--- config.mk ---
export PLATFORM = sky130hd
export DESIGN_NAME = ladder_keypad_debounce_autorepeat
export DESIGN_NICKNAME = d
export VERILOG_FILES = /design/src/rtl/lkda_pkg.sv /design/src/rtl/lkda_match.sv /design/src/rtl/ladder_keypad_debounce_autorepeat.sv
export SDC_FILE = /design/constraint.sdc
export NUM_CORES = 1
export LEC_CHECK = 0
export ABC_AREA = 1
export BUFFER_PORTS_ARGS = -buffer_cell sky130_fd_sc_hd__buf_2
export CAP_MARGIN = 20
export CORE_MARGIN = 3
export CORE_UTILIZATION = 45
export DETAILED_ROUTE_END_ITERATION = 10
export GPL_ROUTABILITY_DRIVEN = 0
export SYNTH_ARGS = -nofsm -noshare
export SYNTH_HDL_FRONTEND = slang
export SYNTH_SLANG_ARGS = --single-unit
--- constraint.sdc ---
create_clock -name clk -period 7.1 [get_ports clk]
set_clock_uncertainty 0.05 [all_clocks]
set_input_delay 0.355 -clock clk [delete_from_list [all_inputs] [get_ports clk]]
set_output_delay 0.355 -clock clk [all_outputs]
set_load 0.02 [all_outputs]
--- src/rtl/lkda_pkg.sv ---
package lkda_pkg;

  localparam int SampleW = 10;
  localparam int NumKeys = 4;
  localparam int NowW    = 32;

  typedef logic [SampleW-1:0] sample_t;
  typedef logic [1:0]         key_idx_t;
  typedef logic [2:0]         key_code_t;

  localparam key_code_t NoKey = 3'd4;

  // key windows, checked in index order, first hit wins
  localparam sample_t WinLo [NumKeys] = '{10'd0, 10'd500, 10'd324, 10'd735};
  localparam sample_t WinHi [NumKeys] = '{10'd5, 10'd510, 10'd330, 10'd745};

  typedef enum logic [1:0] {
    RegThreshold    = 2'd0,
    RegInitInterval = 2'd1,
    RegIntervalStep = 2'd2
  } reg_idx_t;

  localparam logic [7:0]  ThresholdReset    = 8'd10;
  localparam logic [15:0] InitIntervalReset = 16'd300;
  localparam logic [15:0] IntervalStepReset = 16'd70;

  typedef struct packed {
    logic     hit;
    key_idx_t key;
  } match_t;

endpackage

--- src/rtl/lkda_match.sv ---
module lkda_match (
  input  lkda_pkg::sample_t sample,
  output lkda_pkg::match_t  match
);

  always_comb begin
    match.hit = 1'b0;
    match.key = '0;
    // walk down so the lowest matching window ends up selected
    for (int i = lkda_pkg::NumKeys - 1; i >= 0; i--) begin
      if (sample >= lkda_pkg::WinLo[i] && sample <= lkda_pkg::WinHi[i]) begin
        match.hit = 1'b1;
        match.key = lkda_pkg::key_idx_t'(i);
      end
    end
  end

endmodule

--- src/rtl/ladder_keypad_debounce_autorepeat.sv ---
// Resistor-ladder keypad decoder: each poll carries a 10-bit ladder sample and a
// millisecond timestamp, and produces exactly one key_code (0 to 3, or 4 for no
// report). A key is reported once its debounce count reaches the threshold, then
// again whenever the poll time passes the stored press time plus the repeat wait,
// which shrinks by interval_step after every repeat unless below the step, and
// reloads on release. The block takes one poll per clock while the output is not
// stalled; a poll is decoded in the cycle after it is accepted, its result goes to
// an output register, and state updates in a single stage. Configuration writes
// are always accepted and should be made while no poll is in flight.
module ladder_keypad_debounce_autorepeat #(
  parameter int TIME_BITS = 32
) (
  input  logic        clk,
  input  logic        rst,
  input  logic        s_axis_tvalid,
  output logic        s_axis_tready,
  input  logic [47:0] s_axis_tdata,   // sample [9:0], now_ms [41:10], zero pad
  output logic        m_axis_tvalid,
  input  logic        m_axis_tready,
  output logic [7:0]  m_axis_tdata,   // key_code [2:0], zero pad
  input  logic        cfg_valid,
  output logic        cfg_ready,
  input  logic [1:0]  cfg_index,
  input  logic [15:0] cfg_data
);

  typedef logic [TIME_BITS-1:0] stamp_t;

  // configuration
  logic [7:0]  press_threshold;
  logic [15:0] initial_interval;
  logic [15:0] interval_step;

  // input register
  logic                  in_valid;
  lkda_pkg::sample_t     in_sample;
  logic [lkda_pkg::NowW-1:0] in_now;

  // output register
  logic                  out_valid;
  lkda_pkg::key_code_t   out_key;

  // keypad state
  logic [7:0]  debounce_count;
  logic        waiting;
  stamp_t      press_stamp [lkda_pkg::NumKeys];
  logic [15:0] repeat_interval;

  logic [7:0]  debounce_count_next;
  logic        waiting_next;
  logic [15:0] repeat_interval_next;
  logic        stamp_we;
  lkda_pkg::key_code_t key_next;

  logic            advance;
  lkda_pkg::match_t match;
  logic [7:0]      cnt_inc;
  logic            qualified;
  logic [63:0]     now_wide;
  stamp_t          now_t;
  stamp_t          deadline;
  logic            expired;

  assign cfg_ready = 1'b1;

  always_ff @(posedge clk) begin
    if (rst) begin
      press_threshold  <= lkda_pkg::ThresholdReset;
      initial_interval <= lkda_pkg::InitIntervalReset;
      interval_step    <= lkda_pkg::IntervalStepReset;
    end else if (cfg_valid) begin
      unique case (lkda_pkg::reg_idx_t'(cfg_index))
        lkda_pkg::RegThreshold:    press_threshold  <= cfg_data[7:0];
        lkda_pkg::RegInitInterval: initial_interval <= cfg_data;
        lkda_pkg::RegIntervalStep: interval_step    <= cfg_data;
        default: ;
      endcase
    end
  end

  // handshakes
  assign advance       = in_valid && (!out_valid || m_axis_tready);
  assign s_axis_tready = !in_valid || advance;
  assign m_axis_tvalid = out_valid;
  assign m_axis_tdata  = {5'b0, out_key};

  always_ff @(posedge clk) begin
    if (rst) begin
      in_valid <= 1'b0;
    end else if (s_axis_tready) begin
      in_valid <= s_axis_tvalid;
    end
  end

  always_ff @(posedge clk) begin
    if (s_axis_tvalid && s_axis_tready) begin
      in_sample <= s_axis_tdata[9:0];
      in_now    <= s_axis_tdata[41:10];
    end
  end

  lkda_match u_match (
    .sample (in_sample),
    .match  (match)
  );

  assign now_wide  = {32'b0, in_now};
  assign now_t     = now_wide[TIME_BITS-1:0];
  assign cnt_inc   = (debounce_count == 8'hFF) ? 8'hFF : debounce_count + 8'd1;
  assign qualified = cnt_inc >= press_threshold;
  assign deadline  = press_stamp[match.key] + TIME_BITS'(repeat_interval);
  assign expired   = now_t > deadline;

  always_comb begin
    debounce_count_next  = debounce_count;
    waiting_next         = waiting;
    repeat_interval_next = repeat_interval;
    stamp_we             = 1'b0;
    key_next             = lkda_pkg::NoKey;
    if (!match.hit) begin
      debounce_count_next  = '0;
      waiting_next         = 1'b0;
      repeat_interval_next = initial_interval;
    end else begin
      debounce_count_next = cnt_inc;
      if (qualified) begin
        if (!waiting) begin
          stamp_we     = 1'b1;
          waiting_next = 1'b1;
          key_next     = {1'b0, match.key};
        end else if (expired) begin
          waiting_next = 1'b0;
          if (repeat_interval >= interval_step) begin
            repeat_interval_next = repeat_interval - interval_step;
          end
          key_next = {1'b0, match.key};
        end
      end
    end
  end

  always_ff @(posedge clk) begin
    if (rst) begin
      debounce_count  <= '0;
      waiting         <= 1'b0;
      repeat_interval <= lkda_pkg::InitIntervalReset;
      for (int i = 0; i < lkda_pkg::NumKeys; i++) begin
        press_stamp[i] <= '0;
      end
    end else if (advance) begin
      debounce_count  <= debounce_count_next;
      waiting         <= waiting_next;
      repeat_interval <= repeat_interval_next;
      if (stamp_we) begin
        press_stamp[match.key] <= now_t;
      end
    end
  end

  always_ff @(posedge clk) begin
    if (rst) begin
      out_valid <= 1'b0;
    end else if (advance) begin
      out_valid <= 1'b1;
    end else if (m_axis_tready) begin
      out_valid <= 1'b0;
    end
  end

  always_ff @(posedge clk) begin
    if (advance) begin
      out_key <= key_next;
    end
  end

  // a wait in progress always comes from a counted press
  a_wait_has_count: assert property (@(posedge clk) disable iff (rst)
    waiting |-> debounce_count != 8'd0)
    else $error("waiting set with zero debounce count");

  // a release clears the press state
  a_release_clears: assert property (@(posedge clk) disable iff (rst)
    advance && !match.hit |=> debounce_count == 8'd0 && !waiting
      && repeat_interval == $past(initial_interval))
    else $error("release did not clear press state");

  // the result register only ever holds a key or the no-key code
  a_key_range: assert property (@(posedge clk) disable iff (rst)
    out_valid |-> out_key <= lkda_pkg::NoKey)
    else $error("key code out of range");

  // a new press report always stamps and arms the repeat wait
  a_first_report: assert property (@(posedge clk) disable iff (rst)
    advance && stamp_we |=> waiting && out_key == {1'b0, $past(match.key)})
    else $error("first report did not arm repeat");

endmodule

==> reports/results.txt <==
Critical Path End Type -> register
First-pass GRT wire length -> 51.5 mm
Area leader, netlist -> edfxtp_1
Final period util -> 87.8%
Largest net degree at the start of global routing -> 73
# rows -> 62
Nets@finish -> 1788
Mean Syn Cell Area -> 8.70 um2
VDD IR max -> 0.170 mV
Post-layout util -> 53.0%
CP peak stage delay -> 610 ps
Post-DP HPWL -> 20.5 mm
EDFF count, synth -> 173
DR iter-0 viols -> 809
Mapped Area -> 13500 um2
I/O pin cnt -> 82
Critical Path Start Type -> register
Dominant synthesized flop cell -> edfxtp_1
Synth top area share -> 38.6%
Core area -> 29100 um2
MaxCap Viol Count -> 0
CTS tree -> built
Flops & latches, synth -> 240
Share of post-route cells with drive strength above 1 -> 11.7%
Fin cells -> 2046
Number of buffers created by CTS -> 27
Chip width -> 179 um
Final hold violations -> 0
Post-synthesis cell count -> 1548
Worst-path clk slew -> 60 ps
H-tree levels -> 1
DIE AREA -> 32000 um2
Arrival time of the worst setup path -> 6600 ps
Post-Route Setup TNS -> 0 ps
Leakage -> 6.63 nW
Slowest CP cell -> buf_4
Vias per inst -> 5.15
Final Critical Period -> 6230 ps
Min-delay worst type -> input port to register
Initial antenna violation count -> 0
Clock Latency Late Sink -> 540 ps
Final WL -> 31.2 mm
Port bufs -> 69
CP dominant cell by count -> nand2_1
Synth top area cells -> edfxtp_1 (39%), dfxtp_1 (10%), nand2_1 (8.2%)
Post-synth ARST share -> 0%
Ys Warns -> 0
Critical path class -> register to register
RSZ-0062 raised after global routing -> no
CTS Root Buffer Type -> clkbuf_16
Seq/Total Area, Yosys -> 48.6%
Number of global-route vias before repair -> 10100
Max Freq -> 161 MHz
Worst Max-Slew Pin Slew -> 1020 ps
GRT Resource Usage Total -> 20.0%
# fillers -> 2694
Run status -> complete, no violations
ANT nets after route -> 0
Crit path required time -> 7470 ps
Drt first pass iters -> 5
Max-slew violations -> 0
DRC errors left -> 0
Die extent in y -> 179 um
Post-synth cell types -> 48
Drt wl/cell -> 15.3 um
PD cells -> 227 nW/um2
Synth-to-layout area growth -> 14.5%
Worst-path maximum fanout -> 72
Total number of vias -> 10500
Starting Density -> 46.3%
Clk buf depth -> 3
Final Setup Violations -> 0
Rel. slew slack -> 32.3%
Placed Instances -> 1951
# diodes -> 0
GRT overflow -> 0
Sink Count -> 240
[placed cells by master, fill, tap and decap left out, types with 3 or more instances in the layout]
master | Yosys | routed
a21oi_1 | 83 | 83
o22ai_1 | 16 | 16
edfxtp_1 | 173 | 173
nor2_1 | 221 | 221
xor2_1 | 11 | 11
nor2_4 | 4 | 4
clkbuf_16 | 0 | 29
nand3_4 | 2 | 3
nand3b_1 | 17 | 17
conb_1 | 2 | 6
inv_4 | 2 | 3
clkbuf_1 | 26 | 3
nand3_1 | 98 | 98
nor2_2 | 6 | 6
o211ai_1 | 7 | 7
o21a_1 | 6 | 6
ha_1 | 73 | 73
nor4_1 | 3 | 3
clkinv_2 | 0 | 5
dlygate4sd3_1 | 0 | 45
nor3_2 | 24 | 24
buf_4 | 13 | 16
nand4_1 | 19 | 19
buf_2 | 14 | 69
a31oi_1 | 8 | 8
o21bai_1 | 3 | 3
inv_1 | 173 | 171
dfxtp_1 | 67 | 67
bufinv_16 | 0 | 4
nand2_2 | 7 | 8
o21ai_0 | 100 | 98
inv_2 | 3 | 4
nand2_1 | 293 | 292
xnor2_1 | 22 | 22
o21ai_4 | 1 | 3
nand3_2 | 4 | 3
nor3_1 | 12 | 12
[area by class of cell]
type	instances	area, um2	share of cell area, %
sequential	240	6540	42.4
tap	384	480	3.12
clock inverter	14	176	1.14
inverter	178	677	4.39
timing repair buffer	130	916	5.94
clock buffer	35	766	4.97
multi-input combinational	1065	5860	38.0
[what timing repair did]
action,CTS,global route
hold endpoints to repair,45,0
hold buffers,45,0
resized for setup,0,3
endpoints found under the setup margin,0,13
setup buffers,0,0
[layer usage]
layer | wire, um | global-route usage, % | vias to the layer above
met5 | 0 | 0 | -
met4 | 617 | 5.16 | 0
met3 | 1340 | 2.29 | 41
met2 | 14800 | 33.8 | 228
met1 | 14500 | 27.5 | 4911
li1 | - | - | 5357
[synthesized netlist by cell type (6+ instances only)]
library cell,instances
a21oi_1,83
inv_1,173
clkbuf_1,26
nor3_1,12
buf_4,13
ha_1,73
buf_2,14
nand3b_1,17
a31oi_1,8
xor2_1,11
nor3_2,24
o211ai_1,7
nor2_2,6
xnor2_1,22
o21a_1,6
nor2_1,221
nand4_1,19
nand2_2,7
dfxtp_1,67
edfxtp_1,173
nand2_1,293
buf_6,14
o21ai_0,100
nand3_1,98
o22ai_1,16
[critical path, delay by kind of cell, from the launching register on]
family                   cells  cell delay, ps
buffers and inverters        1             610
AO/OA/AOI/OAI                3             620
adder cells (fa/ha/maj)      3             710
flip-flops                   1             440
AND/OR/NAND/NOR             28            3610
[report_power, final]
part | leakage (nW) | total [W] | switching (W) | internal [W]
registers | 2.30 | 0.00159 | 0.0000298 | 0.00156
clock network | 0.470 | 0.00147 | 0.000560 | 0.000905
logic | 3.86 | 0.000445 | 0.000276 | 0.000169
[per-stage QoR]
step | hold slack, ps | worst slack, ps | power, W | area (um2)
finish | 18.4 | 869 | 0.00350 | 15400
CTS | 0.226 | 534 | 0.00354 | 15400
detailed placement | 404 | 566 | 0.00204 | 14000
floorplan | 379 | 2020 | 0.00193 | 13500
global placement | 398 | 691 | 0.00203 | 14000
global route | 24.6 | 117 | 0.00367 | 15400
[sequential cells by signal, summed over array words and instances, names as in the netlist]
name              cells
repeat_interval      16
waiting               1
in_valid              1
m_axis_tvalid         1
debounce_count        8
out_key               3
initial_interval     16
in_now               32
press_threshold       8
in_sample            10
press_stamp         128
interval_step        16
[kinds of logic (layout without fill, tap and decap cells)]
group	count (synthesis)	count (layout)	synth area share, %
simple gates	721	721	24.6
buf+inv	247	357	8.28
flops	240	240	48.6
compound gates	230	230	9.30
fa+ha+maj	75	75	7.08
xor+xnor	33	33	2.15
other cells	2	6	0.0558
[path summary, 6_finish.rpt]
path | slack, ps | from | to | cells after the start
max | 870 | in_sample[5] | repeat_interval[10] | 35
min | 20 | cfg_data[10] | initial_interval[10] | 3
max reg2reg | 870 | in_sample[5] | repeat_interval[10] | 35
min reg2reg | 410 | initial_interval[5] | initial_interval[5] | 2
(Power assumes the default switching activity.)
